<file path="src/design/qta_pkg.sv">
// Constants, state type and helper functions of the quadtree tile allocator.
// Depends on nothing; used by the top level and its checker.
package qta_pkg;

    localparam int MAX_LEVELS = 5;
    localparam int NODE_COUNT = ((4 ** MAX_LEVELS) - 1) / 3;
    localparam int NODE_W     = $clog2(NODE_COUNT);
    localparam int BLK_W      = $clog2(MAX_LEVELS + 1);

    localparam int LOG_W   = 4;
    localparam int LVL_W   = 3;
    localparam int SIZE_W  = 16;
    localparam int POS_W   = 5;
    localparam int LEVEL_W = 3;
    localparam int REQ_W   = 4;

    localparam int CFG_IDX_W  = 2;
    localparam int CFG_DATA_W = 4;

    localparam int S_TDATA_W = 16;
    localparam int S_TUSER_W = 1;
    localparam int M_TDATA_W = 32;
    localparam int M_TUSER_W = 1;

    localparam logic [CFG_IDX_W-1:0] REG_MAP_SIZE_LOG2 = 2'd0;
    localparam logic [CFG_IDX_W-1:0] REG_MAX_TILE_LOG2 = 2'd1;
    localparam logic [CFG_IDX_W-1:0] REG_LEVELS_IN_USE = 2'd2;

    localparam logic OP_ALLOC = 1'b0;
    localparam logic OP_CLEAR = 1'b1;

    typedef enum logic [2:0] {
        ST_IDLE,
        ST_SWEEP,
        ST_CLAMP,
        ST_LOG,
        ST_EVAL,
        ST_POP,
        ST_ASC,
        ST_FINISH
    } state_t;

    // Levels in use, forced into 1..MAX_LEVELS.
    function automatic logic [BLK_W-1:0] eff_levels(input logic [LVL_W-1:0] lv);
        logic [BLK_W-1:0] r;
        if (lv == '0) begin
            r = BLK_W'(1);
        end else if (int'(lv) > MAX_LEVELS) begin
            r = BLK_W'(MAX_LEVELS);
        end else begin
            r = BLK_W'(lv);
        end
        return r;
    endfunction

    // Smallest k with 2^k >= v, for 1 <= v <= 32768.
    function automatic logic [LOG_W-1:0] ceil_log2(input logic [SIZE_W-1:0] v);
        logic [SIZE_W-1:0] w;
        logic [LOG_W:0]    k;
        w = v - SIZE_W'(1);
        k = '0;
        for (int i = 0; i < SIZE_W; i++) begin
            if (w[i]) k = (LOG_W+1)'(i + 1);
        end
        return k[LOG_W-1:0];
    endfunction

    // Half edge of a node at this depth in 1/16 of the half map; finer levels drop out.
    function automatic logic [POS_W-1:0] node_offset(input logic [BLK_W-1:0] depth);
        logic [POS_W-1:0] off;
        if (depth >= BLK_W'(1) && depth <= BLK_W'(4)) begin
            off = POS_W'(5'b10000 >> depth);
        end else begin
            off = '0;
        end
        return off;
    endfunction

    function automatic logic [POS_W-1:0] child_dx(input logic [1:0] digit,
                                                  input logic [BLK_W-1:0] depth);
        logic [POS_W-1:0] off;
        off = node_offset(depth);
        return (digit < 2'd2) ? POS_W'(-off) : off;
    endfunction

    function automatic logic [POS_W-1:0] child_dy(input logic [1:0] digit,
                                                  input logic [BLK_W-1:0] depth);
        logic [POS_W-1:0] off;
        off = node_offset(depth);
        return (digit == 2'd0 || digit == 2'd3) ? off : POS_W'(-off);
    endfunction

endpackage

</file>
<file path="src/design/quadtree_tile_allocator_unit.sv">
// Quadtree tile allocator: walks a block-level memory of the full quadtree.
// Depends on qta_pkg.
//
// Usage: one request on the s_ channel, one result on the m_ channel.
// s_tuser selects the request kind (allocate or clear), s_tdata carries the
// tile edge in texels. m_tuser says whether a tile was found, m_tdata carries
// its centre, level and the clamped size. The user must write the registers
// through the cfg_ port only while the block is idle; the block does not
// enforce this. Every register write starts a clearing pass. ST_IDLE takes
// the request, ST_CLAMP clamps the size, ST_LOG finds the level, ST_EVAL and
// ST_POP walk the tree depth-first (at most 340 visits plus climbs back),
// ST_ASC marks the tile and its ancestors below the root, and ST_FINISH posts
// the result. The walk is set by the single read port of the block-level
// memory, one node per cycle. A clear posts its result, then runs the clearing
// pass. Reset, a clear and every register write start a clearing pass that
// zeroes all 341 memory entries, one per cycle; s_tready stays low meanwhile.
// One request is in work at a time. The result waits in an output register
// while m_tready is low; the next request is still taken, and its result is
// held back until the output register is free.
module quadtree_tile_allocator_unit (
    input  logic                             aclk,
    input  logic                             aresetn,
    input  logic                             s_tvalid,
    output logic                             s_tready,
    // [15:0] tile_size
    input  logic [qta_pkg::S_TDATA_W-1:0]    s_tdata,
    // [0] operation
    input  logic [qta_pkg::S_TUSER_W-1:0]    s_tuser,
    output logic                             m_tvalid,
    input  logic                             m_tready,
    // [4:0] tile_pos_x, [9:5] tile_pos_y, [12:10] tile_level, [28:13] clamped_size
    output logic [qta_pkg::M_TDATA_W-1:0]    m_tdata,
    // [0] found
    output logic [qta_pkg::M_TUSER_W-1:0]    m_tuser,
    input  logic                             cfg_wr_en,
    input  logic [qta_pkg::CFG_IDX_W-1:0]    cfg_index,
    input  logic [qta_pkg::CFG_DATA_W-1:0]   cfg_wdata
);
    import qta_pkg::*;

    state_t               state_reg, state_next;
    logic [LOG_W-1:0]     map_log2_reg, map_log2_next;
    logic [LOG_W-1:0]     max_log2_reg, max_log2_next;
    logic [LVL_W-1:0]     levels_reg, levels_next;
    logic [SIZE_W-1:0]    size_reg, size_next;
    logic [SIZE_W-1:0]    clamped_reg, clamped_next;
    logic [REQ_W-1:0]     req_reg, req_next;
    logic [NODE_W-1:0]    idx_reg, idx_next;
    logic [BLK_W-1:0]     depth_reg, depth_next;
    logic [NODE_W-1:0]    sweep_reg, sweep_next;
    logic [POS_W-1:0]     pos_x_reg, pos_x_next;
    logic [POS_W-1:0]     pos_y_reg, pos_y_next;
    logic                 found_reg, found_next;
    logic                 clr_reg, clr_next;

    logic                 m_tvalid_reg, m_tvalid_next;
    logic                 m_found_reg, m_found_next;
    logic [POS_W-1:0]     m_x_reg, m_x_next;
    logic [POS_W-1:0]     m_y_reg, m_y_next;
    logic [LEVEL_W-1:0]   m_level_reg, m_level_next;
    logic [SIZE_W-1:0]    m_clamped_reg, m_clamped_next;

    // Block-level memory, one read and one write port, registered read data.
    logic [BLK_W-1:0]     blk_mem [NODE_COUNT];
    logic [BLK_W-1:0]     blk_rdata_reg;
    logic                 mem_we, mem_re;
    logic [NODE_W-1:0]    mem_waddr, mem_raddr;
    logic [BLK_W-1:0]     mem_wdata;

    logic [BLK_W-1:0]     eff;
    logic [NODE_W-1:0]    idx_m1, parent, child0;
    logic [NODE_W+1:0]    child0_w;
    logic [1:0]           digit;
    logic [LOG_W:0]       minl_w;
    logic [LOG_W-1:0]     minl, k_log;
    logic [SIZE_W-1:0]    lo, hi, clamped_c;
    logic [REQ_W-1:0]     req_c;
    logic                 accept;

    // Reads happen only during a walk and writes only while marking or clearing,
    // so the sequencer never reads and writes the same entry in one cycle.
    always_ff @(posedge aclk) begin
        if (mem_we) begin
            blk_mem[mem_waddr] <= mem_wdata;
        end
        if (mem_re) begin
            blk_rdata_reg <= blk_mem[mem_raddr];
        end
    end

    assign eff      = eff_levels(levels_reg);
    assign idx_m1   = idx_reg - NODE_W'(1);
    assign digit    = idx_m1[1:0];
    assign parent   = NODE_W'(idx_m1 >> 2);
    assign child0_w = {idx_reg, 2'b00} + (NODE_W+2)'(1);
    assign child0   = child0_w[NODE_W-1:0];

    assign minl_w    = (LOG_W+1)'(map_log2_reg) - ((LOG_W+1)'(eff) - (LOG_W+1)'(1));
    assign minl      = minl_w[LOG_W] ? '0 : minl_w[LOG_W-1:0];
    assign lo        = SIZE_W'(1) << minl;
    assign hi        = SIZE_W'(1) << max_log2_reg;
    assign clamped_c = (size_reg < lo) ? lo : ((size_reg > hi) ? hi : size_reg);
    assign k_log     = ceil_log2(clamped_reg);
    assign req_c     = map_log2_reg - k_log;

    assign s_tready = (state_reg == ST_IDLE);
    assign accept   = s_tvalid && s_tready;

    always_comb begin
        state_next     = state_reg;
        map_log2_next  = map_log2_reg;
        max_log2_next  = max_log2_reg;
        levels_next    = levels_reg;
        size_next      = size_reg;
        clamped_next   = clamped_reg;
        req_next       = req_reg;
        idx_next       = idx_reg;
        depth_next     = depth_reg;
        sweep_next     = sweep_reg;
        pos_x_next     = pos_x_reg;
        pos_y_next     = pos_y_reg;
        found_next     = found_reg;
        clr_next       = clr_reg;
        m_tvalid_next  = m_tvalid_reg && !m_tready;
        m_found_next   = m_found_reg;
        m_x_next       = m_x_reg;
        m_y_next       = m_y_reg;
        m_level_next   = m_level_reg;
        m_clamped_next = m_clamped_reg;
        mem_we         = 1'b0;
        mem_waddr      = idx_reg;
        mem_wdata      = '0;
        mem_re         = 1'b0;
        mem_raddr      = idx_reg;

        unique case (state_reg)
            ST_IDLE: begin
                if (accept) begin
                    found_next = 1'b0;
                    pos_x_next = '0;
                    pos_y_next = '0;
                    if (s_tuser[0] == OP_CLEAR) begin
                        clr_next     = 1'b1;
                        clamped_next = '0;
                        state_next   = ST_FINISH;
                    end else begin
                        clr_next   = 1'b0;
                        size_next  = s_tdata[SIZE_W-1:0];
                        state_next = ST_CLAMP;
                    end
                end
            end
            ST_SWEEP: begin
                mem_we    = 1'b1;
                mem_waddr = sweep_reg;
                mem_wdata = '0;
                if (sweep_reg == NODE_W'(NODE_COUNT - 1)) begin
                    state_next = ST_IDLE;
                end else begin
                    sweep_next = sweep_reg + NODE_W'(1);
                end
            end
            ST_CLAMP: begin
                clamped_next = clamped_c;
                state_next   = ST_LOG;
            end
            ST_LOG: begin
                req_next = req_c;
                if (k_log <= map_log2_reg && req_c >= REQ_W'(1)
                        && int'(req_c) < int'(eff)) begin
                    // Start at the first child of the root.
                    mem_re     = 1'b1;
                    mem_raddr  = NODE_W'(1);
                    idx_next   = NODE_W'(1);
                    depth_next = BLK_W'(1);
                    state_next = ST_EVAL;
                end else begin
                    state_next = ST_FINISH;
                end
            end
            ST_EVAL: begin
                if (int'(blk_rdata_reg) > int'(req_reg)) begin
                    // Skip this subtree: advance to the next sibling, climb, or give up past the root's last child.
                    if (digit != 2'd3) begin
                        mem_re     = 1'b1;
                        mem_raddr  = idx_reg + NODE_W'(1);
                        idx_next   = idx_reg + NODE_W'(1);
                    end else if (depth_reg == BLK_W'(1)) begin
                        state_next = ST_FINISH;
                    end else begin
                        idx_next   = parent;
                        depth_next = depth_reg - BLK_W'(1);
                        state_next = ST_POP;
                    end
                end else if (int'(depth_reg) == int'(req_reg)) begin
                    state_next = ST_ASC;
                end else begin
                    mem_re     = 1'b1;
                    mem_raddr  = child0;
                    idx_next   = child0;
                    depth_next = depth_reg + BLK_W'(1);
                end
            end
            ST_POP: begin
                if (digit != 2'd3) begin
                    mem_re     = 1'b1;
                    mem_raddr  = idx_reg + NODE_W'(1);
                    idx_next   = idx_reg + NODE_W'(1);
                    state_next = ST_EVAL;
                end else if (depth_reg == BLK_W'(1)) begin
                    state_next = ST_FINISH;
                end else begin
                    idx_next   = parent;
                    depth_next = depth_reg - BLK_W'(1);
                end
            end
            ST_ASC: begin
                // Mark the tile full, then raise each ancestor on the walk path.
                // Those ancestors passed the skip test, so raising means writing req.
                // The root's mark is never consulted and is left alone.
                mem_we     = 1'b1;
                mem_waddr  = idx_reg;
                mem_wdata  = (int'(depth_reg) == int'(req_reg)) ? eff : BLK_W'(req_reg);
                pos_x_next = pos_x_reg + child_dx(digit, depth_reg);
                pos_y_next = pos_y_reg + child_dy(digit, depth_reg);
                if (depth_reg == BLK_W'(1)) begin
                    found_next = 1'b1;
                    state_next = ST_FINISH;
                end else begin
                    idx_next   = parent;
                    depth_next = depth_reg - BLK_W'(1);
                end
            end
            ST_FINISH: begin
                if (!m_tvalid_reg || m_tready) begin
                    m_tvalid_next  = 1'b1;
                    m_found_next   = found_reg;
                    m_x_next       = pos_x_reg;
                    m_y_next       = pos_y_reg;
                    m_level_next   = found_reg ? req_reg[LEVEL_W-1:0] : '0;
                    m_clamped_next = clamped_reg;
                    if (clr_reg) begin
                        sweep_next = '0;
                        state_next = ST_SWEEP;
                    end else begin
                        state_next = ST_IDLE;
                    end
                end
            end
            default: begin
                state_next = ST_IDLE;
            end
        endcase

        // Any register write re-initializes the tree.
        if (cfg_wr_en) begin
            unique case (cfg_index)
                REG_MAP_SIZE_LOG2: begin
                    map_log2_next = cfg_wdata[LOG_W-1:0];
                    sweep_next    = '0;
                    state_next    = ST_SWEEP;
                end
                REG_MAX_TILE_LOG2: begin
                    max_log2_next = cfg_wdata[LOG_W-1:0];
                    sweep_next    = '0;
                    state_next    = ST_SWEEP;
                end
                REG_LEVELS_IN_USE: begin
                    levels_next = cfg_wdata[LVL_W-1:0];
                    sweep_next  = '0;
                    state_next  = ST_SWEEP;
                end
                default: begin
                end
            endcase
        end
    end

    always_ff @(posedge aclk) begin
        if (!aresetn) begin
            state_reg    <= ST_SWEEP;
            sweep_reg    <= '0;
            map_log2_reg <= LOG_W'(12);
            max_log2_reg <= LOG_W'(10);
            levels_reg   <= LVL_W'(5);
            m_tvalid_reg <= 1'b0;
            clr_reg      <= 1'b0;
            found_reg    <= 1'b0;
        end else begin
            state_reg    <= state_next;
            sweep_reg    <= sweep_next;
            map_log2_reg <= map_log2_next;
            max_log2_reg <= max_log2_next;
            levels_reg   <= levels_next;
            m_tvalid_reg <= m_tvalid_next;
            clr_reg      <= clr_next;
            found_reg    <= found_next;
        end
    end

    always_ff @(posedge aclk) begin
        size_reg      <= size_next;
        clamped_reg   <= clamped_next;
        req_reg       <= req_next;
        idx_reg       <= idx_next;
        depth_reg     <= depth_next;
        pos_x_reg     <= pos_x_next;
        pos_y_reg     <= pos_y_next;
        m_found_reg   <= m_found_next;
        m_x_reg       <= m_x_next;
        m_y_reg       <= m_y_next;
        m_level_reg   <= m_level_next;
        m_clamped_reg <= m_clamped_next;
    end

    assign m_tvalid = m_tvalid_reg;
    assign m_tuser  = M_TUSER_W'(m_found_reg);
    assign m_tdata  = M_TDATA_W'({m_clamped_reg, m_level_reg, m_y_reg, m_x_reg});

endmodule

</file>
<file path="config.mk">
export PLATFORM = sky130hd
export DESIGN_NAME = quadtree_tile_allocator_unit
export DESIGN_NICKNAME = d
export VERILOG_FILES = /design/src/design/qta_pkg.sv /design/src/design/quadtree_tile_allocator_unit.sv
export SDC_FILE = /design/constraint.sdc
export NUM_CORES = 2
export LEC_CHECK = 0
export ABC_AREA = 1
export BUFFER_PORTS_ARGS = -buffer_cell sky130_fd_sc_hd__buf_2
export CAP_MARGIN = 30
export CORE_MARGIN = 1.5
export CORE_UTILIZATION = 61
export CTS_BUF_LIST = sky130_fd_sc_hd__clkbuf_4
export DETAILED_ROUTE_END_ITERATION = 10
export GPL_ROUTABILITY_DRIVEN = 0
export PLACE_DENSITY = 0.77
export SYNTH_ARGS = -nofsm -noshare
export SYNTH_HDL_FRONTEND = slang
export SYNTH_SLANG_ARGS = --single-unit
</file>
<file path="constraint.sdc">
create_clock -name aclk -period 27.4 [get_ports aclk]
set_clock_uncertainty 0.05 [all_clocks]
set_input_delay 2.74 -clock aclk [delete_from_list [all_inputs] [get_ports aclk]]
set_output_delay 2.74 -clock aclk [all_outputs]
set_load 0.005 [all_outputs]
</file>
-- Yosys cells after proc, flatten, opt, wreduce, memory -nomap -nowiden
Memory sizes are Yosys's and may differ from the RTL's. A register that Yosys moved wholly into a read port is not among the register bits.
Cells that the tools add are included.
- bits in registers: 114
- memories kept: 1
- input bits: 28
- bits in writable memories: 1023
- output and inout bits: 35
- memory list (memory ; depth ; width ; read ports ; clocked after memory_dff ; write ports ; RTL line ; source):
    blk_mem ; 341 ; 3 ; 1 ; 1 ; 1 ; quadtree_tile_allocator_unit.sv:64 ; logic [BLK_W-1:0] blk_mem [NODE_COUNT];
- bitwise logic cells: 1
- equality and inequality tests: 19
- add/subtract/negate cells: 13
- reduce and logical (&&, ||, !) cells: 28
- mux-type cells: 84
- magnitude comparators: 10
- shift-type cells: 3
- operators with widths (kind ; count):
    9-bit 2-to-1 mux ; 13
    16-bit 2-to-1 mux ; 4
    4-bit 2-to-1 mux ; 16
    3-bit 2-to-1 mux ; 20
    9-bit case mux with 4 select lines ; 1
    16-bit case mux with 2 select lines ; 1
    1-bit by 4-bit left shift with 16-bit output, first input constant ; 2
    9-bit by 1-bit adder with 9-bit output, second input constant ; 3
    9-bit case mux with 3 select lines ; 1
    5-bit 2-to-1 mux ; 5
    3-bit case mux with 8 select lines ; 1
    5-bit case mux with 2 select lines ; 2
    9-bit case mux with 2 select lines ; 1
    16-bit > comparator ; 1
    16-bit < comparator ; 1
    16-bit by 1-bit subtractor with 16-bit output, second input constant ; 1
    1-bit 2-to-1 mux ; 14
    3-bit equality test, second input constant ; 4
    3-bit case mux with 4 select lines ; 1
    2-bit AND reduction ; 6
    3-bit AND reduction ; 4
    5-bit adder ; 2
    9-bit equality test, second input constant ; 1
    9-bit by 1-bit subtractor with 9-bit output, second input constant ; 1
    36 further kinds ; 52

-- Depth between registers and ports, before layout
- word-level depth: 25
- depth in mapped cells: 45
- mapped depth without buffers: 43

-- Least setup slack after synthesis
No wires, ideal clock.
- path type: reg2reg
- from: register state_reg[2]
- to: memory blk_mem[0][0] (netlist name), data pin
- data required time: 25.318 ns
- setup slack: 14.895 ns
- stages on the path, launching flop included: 7
- arrival time: 10.423 ns
- period minus slack after synthesis: 12.505 ns
- buffers on the path: 1
- setup time: 2.032 ns
- cell sequence: dfxtp_1 > inv_2 > or2_1 > nor2_1 > clkbuf_1 > o21ai_0 > a21oi_1
- word-level cells in the longest chain between the ends: 2
- RTL lines (element ; RTL line ; source):
    from (decl) ; quadtree_tile_allocator_unit.sv:41 ; state_t state_reg, state_next;
    from (signal assigned) ; quadtree_tile_allocator_unit.sv:290 ; state_reg <= state_next;
    3-bit equality test ; quadtree_tile_allocator_unit.sv:136 ; unique case (state_reg)
    3-bit 2-to-1 mux ; quadtree_tile_allocator_unit.sv:136 ;
    named net mem_wdata[0] ; quadtree_tile_allocator_unit.sv:68 ; logic [BLK_W-1:0] mem_wdata;
    to (decl) ; quadtree_tile_allocator_unit.sv:64 ;
The timed path passes the listed nets, and every way through them passes these cells.

-- Worst setup path in the final report
- from: register clamped_reg[2]
- to: register blk_rdata_reg[0], read port of blk_mem, data pin
- word-level cells in the longest chain between the ends: 21
- elaborated cells on any way between the ends: 25
- RTL lines (element ; RTL line ; source):
    from (decl) ; quadtree_tile_allocator_unit.sv:46 ; logic [SIZE_W-1:0] clamped_reg, clamped_next;
    from (signal assigned) ; quadtree_tile_allocator_unit.sv:303 ; clamped_reg <= clamped_next;
    16-bit by 1-bit subtractor with 16-bit output * ; qta_pkg.sv:60 ; w = v - SIZE_W'(1);
    4-bit 2-to-1 mux (13 in series) ; qta_pkg.sv:63 ; if (w[i]) k = (LOG_W+1)'(i + 1);
    4-bit 2-to-1 mux * ; qta_pkg.sv:63 ;
    4-bit subtractor * ; quadtree_tile_allocator_unit.sv:104 ; assign req_c = map_log2_reg - k_log;
    named net req_c[2] ; quadtree_tile_allocator_unit.sv:77 ; logic [REQ_W-1:0] req_c;
    4-bit by 1-bit >= comparator with 1-bit output ; quadtree_tile_allocator_unit.sv:169 ; if (k_log <= map_log2_reg && req_c >= REQ_W'(1)
    1-bit logical AND ; quadtree_tile_allocator_unit.sv:169 ;
    1-bit logical AND * ; quadtree_tile_allocator_unit.sv:170 ; && int'(req_c) < int'(eff)) begin
    9-bit 2-to-1 mux or 1-bit 2-to-1 mux (tied branches) ; - ;
    9-bit case mux with 3 select lines or 1-bit case mux with 3 select lines (tied branches) ; quadtree_tile_allocator_unit.sv:136 ;
    to (decl) ; quadtree_tile_allocator_unit.sv:65 ; logic [BLK_W-1:0] blk_rdata_reg;
The timed path passes the listed nets; every way through them passes the cells marked *.
A chain may end at the register's enable or synchronous reset.

==> flow_summary.ini <==
[status]
run_status = complete, no violations

[route]
routed_via_density = 6.00
ant_nets = 0
route.final.wire_length_mm = 137
routedWlPerCell_um = 20.7
firstDrtPassIters = 8
vias = 39600
remaining_drc_errors = 0
drt_iter0_drc = 5027

[clock_tree]
postCtsSetupRepairBufs = 0
clk_pin_slew_ns = 0.07
cts_hold_buf = 0
cts_made_buffers = 302
cts_htree_levels = 5
clk_latency_ns = 1.21
cts_tree = done
root_buffer = clkbuf_4
postCtsResizedCells = 0
clockBufferDepth = 4
cts_sinks = 1140

[worst_setup_path]
cpMaxStageDelayCell = buf_4
worst_r2r_startpoint = clamped_reg[2]
path_max_fanout = 108
start_kind = flop
crit_required_ns = 28.32
rr_worst_depth = 40
r2r_end = blk_rdata_reg[0]
crit_arrival_ns = 10.98
worst_path_most_repeated_cell = nand2_1
worstSetupEndpointType = flop
cp_slowest_stage_delay_ns = 0.86
crit_type = reg -> reg
rrSetupSlack_ns = 17.34

[placement]
portBuffers = 59
dp_hpwl_mm = 76.5
dpl_worst_slack_ns = 17.53

[global_route]
grt_pass1_wl_mm = 212
antenna_found_initial = 2
track_usage_pct = 30.9
grt_max_degree = 210
grt_remaining_overflow = 0
grt_pass1_vias = 39300

[timing]
slew_viol_final = 0
finalSetupTns_ns = 0
post-route-min-period_ns = 10.06
setup_viol = 0
rsz0062_at_grt = no
setup_ws_ns = 17.34
relSlewSlack_pct = 27.9
hold_viol = 0
clock.fmax_mhz = 99.4
fin_crit_sh_pct = 36.7
worst_slew_pin_slew_ns = 1.08

[floorplanning]
start_util_pct = 61.5
floorplan.core_area_um2 = 86500
pin_count = 63
die_w_um = 298
fp-row-count = 108
dieArea_um2 = 88900
die_y_um = 298

[final_layout]
largest_reg_flops = 1023
area_delta_synth_final_pct = 8.39
final_nets = 5376
drive_above_1_share_pct = 11.0
top_register = blk_mem
utilization_pct = 66.6

[yosys]
synthArstFlopShare_pct = 0
synth-seq-cells = 1140
synth_edf_count = 1114
synth_ff_type = edfxtp_1
netlist_instances = 5180
yosysUniqueCellTypes = 57
avgSynthCellArea_um2 = 10.3
ys_seq_area_share_pct = 63.9
synth_area_um2 = 53100
synth_warnings = 0

[flow_run]
drv_cap = 0

[min_path]
min_delay_path_depth = 0
min-delay-start = pos_y_reg[0]
hp-class = reg -> reg
whs_endpoint = m_y_reg[0]

[pwr]
p_per_area_nw_per_um2 = 58.0
vdd_drop_max_mv = 0.0484
p_leak_uw = 0.0210
==> routing by layer <==
metal  vias to the layer above  global-route usage, %  share of wire (%)
met5                         -                      0                  0
met4                         0                   14.4                4.0
met3                       385                   8.17                 12
met2                      2348                   48.7                 46
met1                     18700                   40.1                 38
li1                      18200                      -                  -
==> area by class of cell <==
cell class,count,area [µm²]
diodes,2,5.00
clock buffers,426,3200
clock inverters,52,303
fillers,6603,28900
inverters,489,1840
multi-input cells,3225,16000
flip-flops and latches,1140,34000
well taps,1155,1450
repair buffers,116,872
==> layout by cell type, fill, tap and decap left out, types with 3 or more instances in the layout <==
| cell | instances |
|---|---|
| buf_12 | 10 |
| o21bai_1 | 7 |
| and2_1 | 3 |
| nor2_1 | 610 |
| a21oi_1 | 74 |
| or2_2 | 3 |
| buf_2 | 59 |
| a21boi_0 | 3 |
| nor4_1 | 7 |
| nand2_1 | 998 |
| nor3_1 | 14 |
| inv_1 | 468 |
| conb_1 | 4 |
| xnor2_1 | 10 |
| a31oi_1 | 4 |
| inv_2 | 16 |
| o21ai_1 | 3 |
| fa_1 | 4 |
| clkinv_1 | 49 |
| clkbuf_4 | 426 |
| nand3_1 | 754 |
| o221ai_1 | 9 |
| bufinv_16 | 4 |
| nand3b_1 | 212 |
| xor2_1 | 18 |
| o2111ai_1 | 9 |
| a211oi_1 | 8 |
| buf_4 | 45 |
| o22ai_1 | 31 |
| edfxtp_1 | 1114 |
| nand4_1 | 15 |
| nor3b_1 | 5 |
| a21oi_4 | 6 |
| o21ai_0 | 228 |
| nand2_2 | 14 |
| o211ai_1 | 75 |
| nor2_4 | 3 |
| ha_1 | 70 |
| dfxtp_1 | 26 |
==> stage by stage <==
step	area, µm²	total power [µW]	hold slack [ns]	cells
after global routing	57600	3450	0.420	6604
after detailed placement	54100	1960	0.395	6124
after global placement	54000	1960	0.389	6118
final	57600	3340	0.410	6605
after floorplan	53200	1950	0.383	5182
after CTS	57600	3360	0.412	6602
==> where the power goes <==
part           total, µW  internal [µW]  switching, µW
Combinational       39.9           10.5           29.4
Clock               1410            744            668
Sequential          1890           1890           1.93
==> cell families (layout without fill, tap and decap cells) <==
kind of cell | after synthesis | count (layout) | share of synthesized area, %
buf+inv | 817 | 1083 | 6.28
flops | 1140 | 1140 | 63.9
fa+ha+maj | 74 | 74 | 1.80
simple gates | 2644 | 2644 | 22.2
xor+xnor | 28 | 28 | 0.461
other cells | 2 | 6 | 0.0141
compound gates | 475 | 475 | 5.28
==> worst max-delay path by stage <==
stage                   start  cells past startpoint  slack [ns]          endpoint
2_1_floorplan    state_reg[2]                      6       14.89     blk_mem[0][0]
3_3_place_gp   clamped_reg[2]                     41       17.66  blk_rdata_reg[0]
3_5_place_dp   clamped_reg[1]                     42       17.53  blk_rdata_reg[0]
4_1_cts        clamped_reg[1]                     42       17.44  blk_rdata_reg[0]
5_1_grt        clamped_reg[1]                     42       16.43  blk_rdata_reg[0]
6_report       clamped_reg[2]                     40       17.34  blk_rdata_reg[0]
==> critical path: cells and delay by family, from the launching register on <==
family	cells	cell delay (ns)
XOR/XNOR	1	0.20
AND/OR/NAND/NOR	24	4.61
adder cells (fa/ha/maj)	3	0.88
buffers and inverters	9	2.76
AO/OA/AOI/OAI	3	0.70
flip-flops	1	0.44
==> cell usage after synthesis (2+ instances only) <==
cell type  count  area (µm²)
a211oi_1       8        60.1
a21boi_0       3        22.5
a21o_1         2        15.0
a21oi_1       78         390
a21oi_2        3        26.3
a22oi_1        2        15.0
a31oi_1        4        25.0
a32oi_1        2        17.5
and2_1         3        18.8
buf_1         15        56.3
buf_2        135         676
buf_4         15         113
buf_6          6        67.6
clkbuf_1     156         586
clkinv_1       9        33.8
conb_1         2        7.51
dfxtp_1       26         521
edfxtp_1    1114       33500
fa_1           4        80.1
ha_1          70         876
inv_1        468        1760
inv_2         11        41.3
nand2_1     1010        3790
nand2_2        3        18.8
nand2_4        2        22.5
nand3_1      754        3770
nand3b_1     212        1590
nand4_1       15        93.8
nor2_1       611        2290
nor2_4         3        33.8
nor3_1        14        70.1
nor3b_1        5        37.5
nor4_1         7        43.8
o2111ai_1      9        78.8
o211ai_1      75         563
o21ai_0      228        1140
o21ai_1        3        15.0
o21bai_1       7        52.6
o221ai_1       9        78.8
o22ai_1       31         194
o31ai_1        2        15.0
or2_2          3        18.8
xnor2_1       10        87.6
xor2_1        18         158
Power figures use the tool's default switching activity.
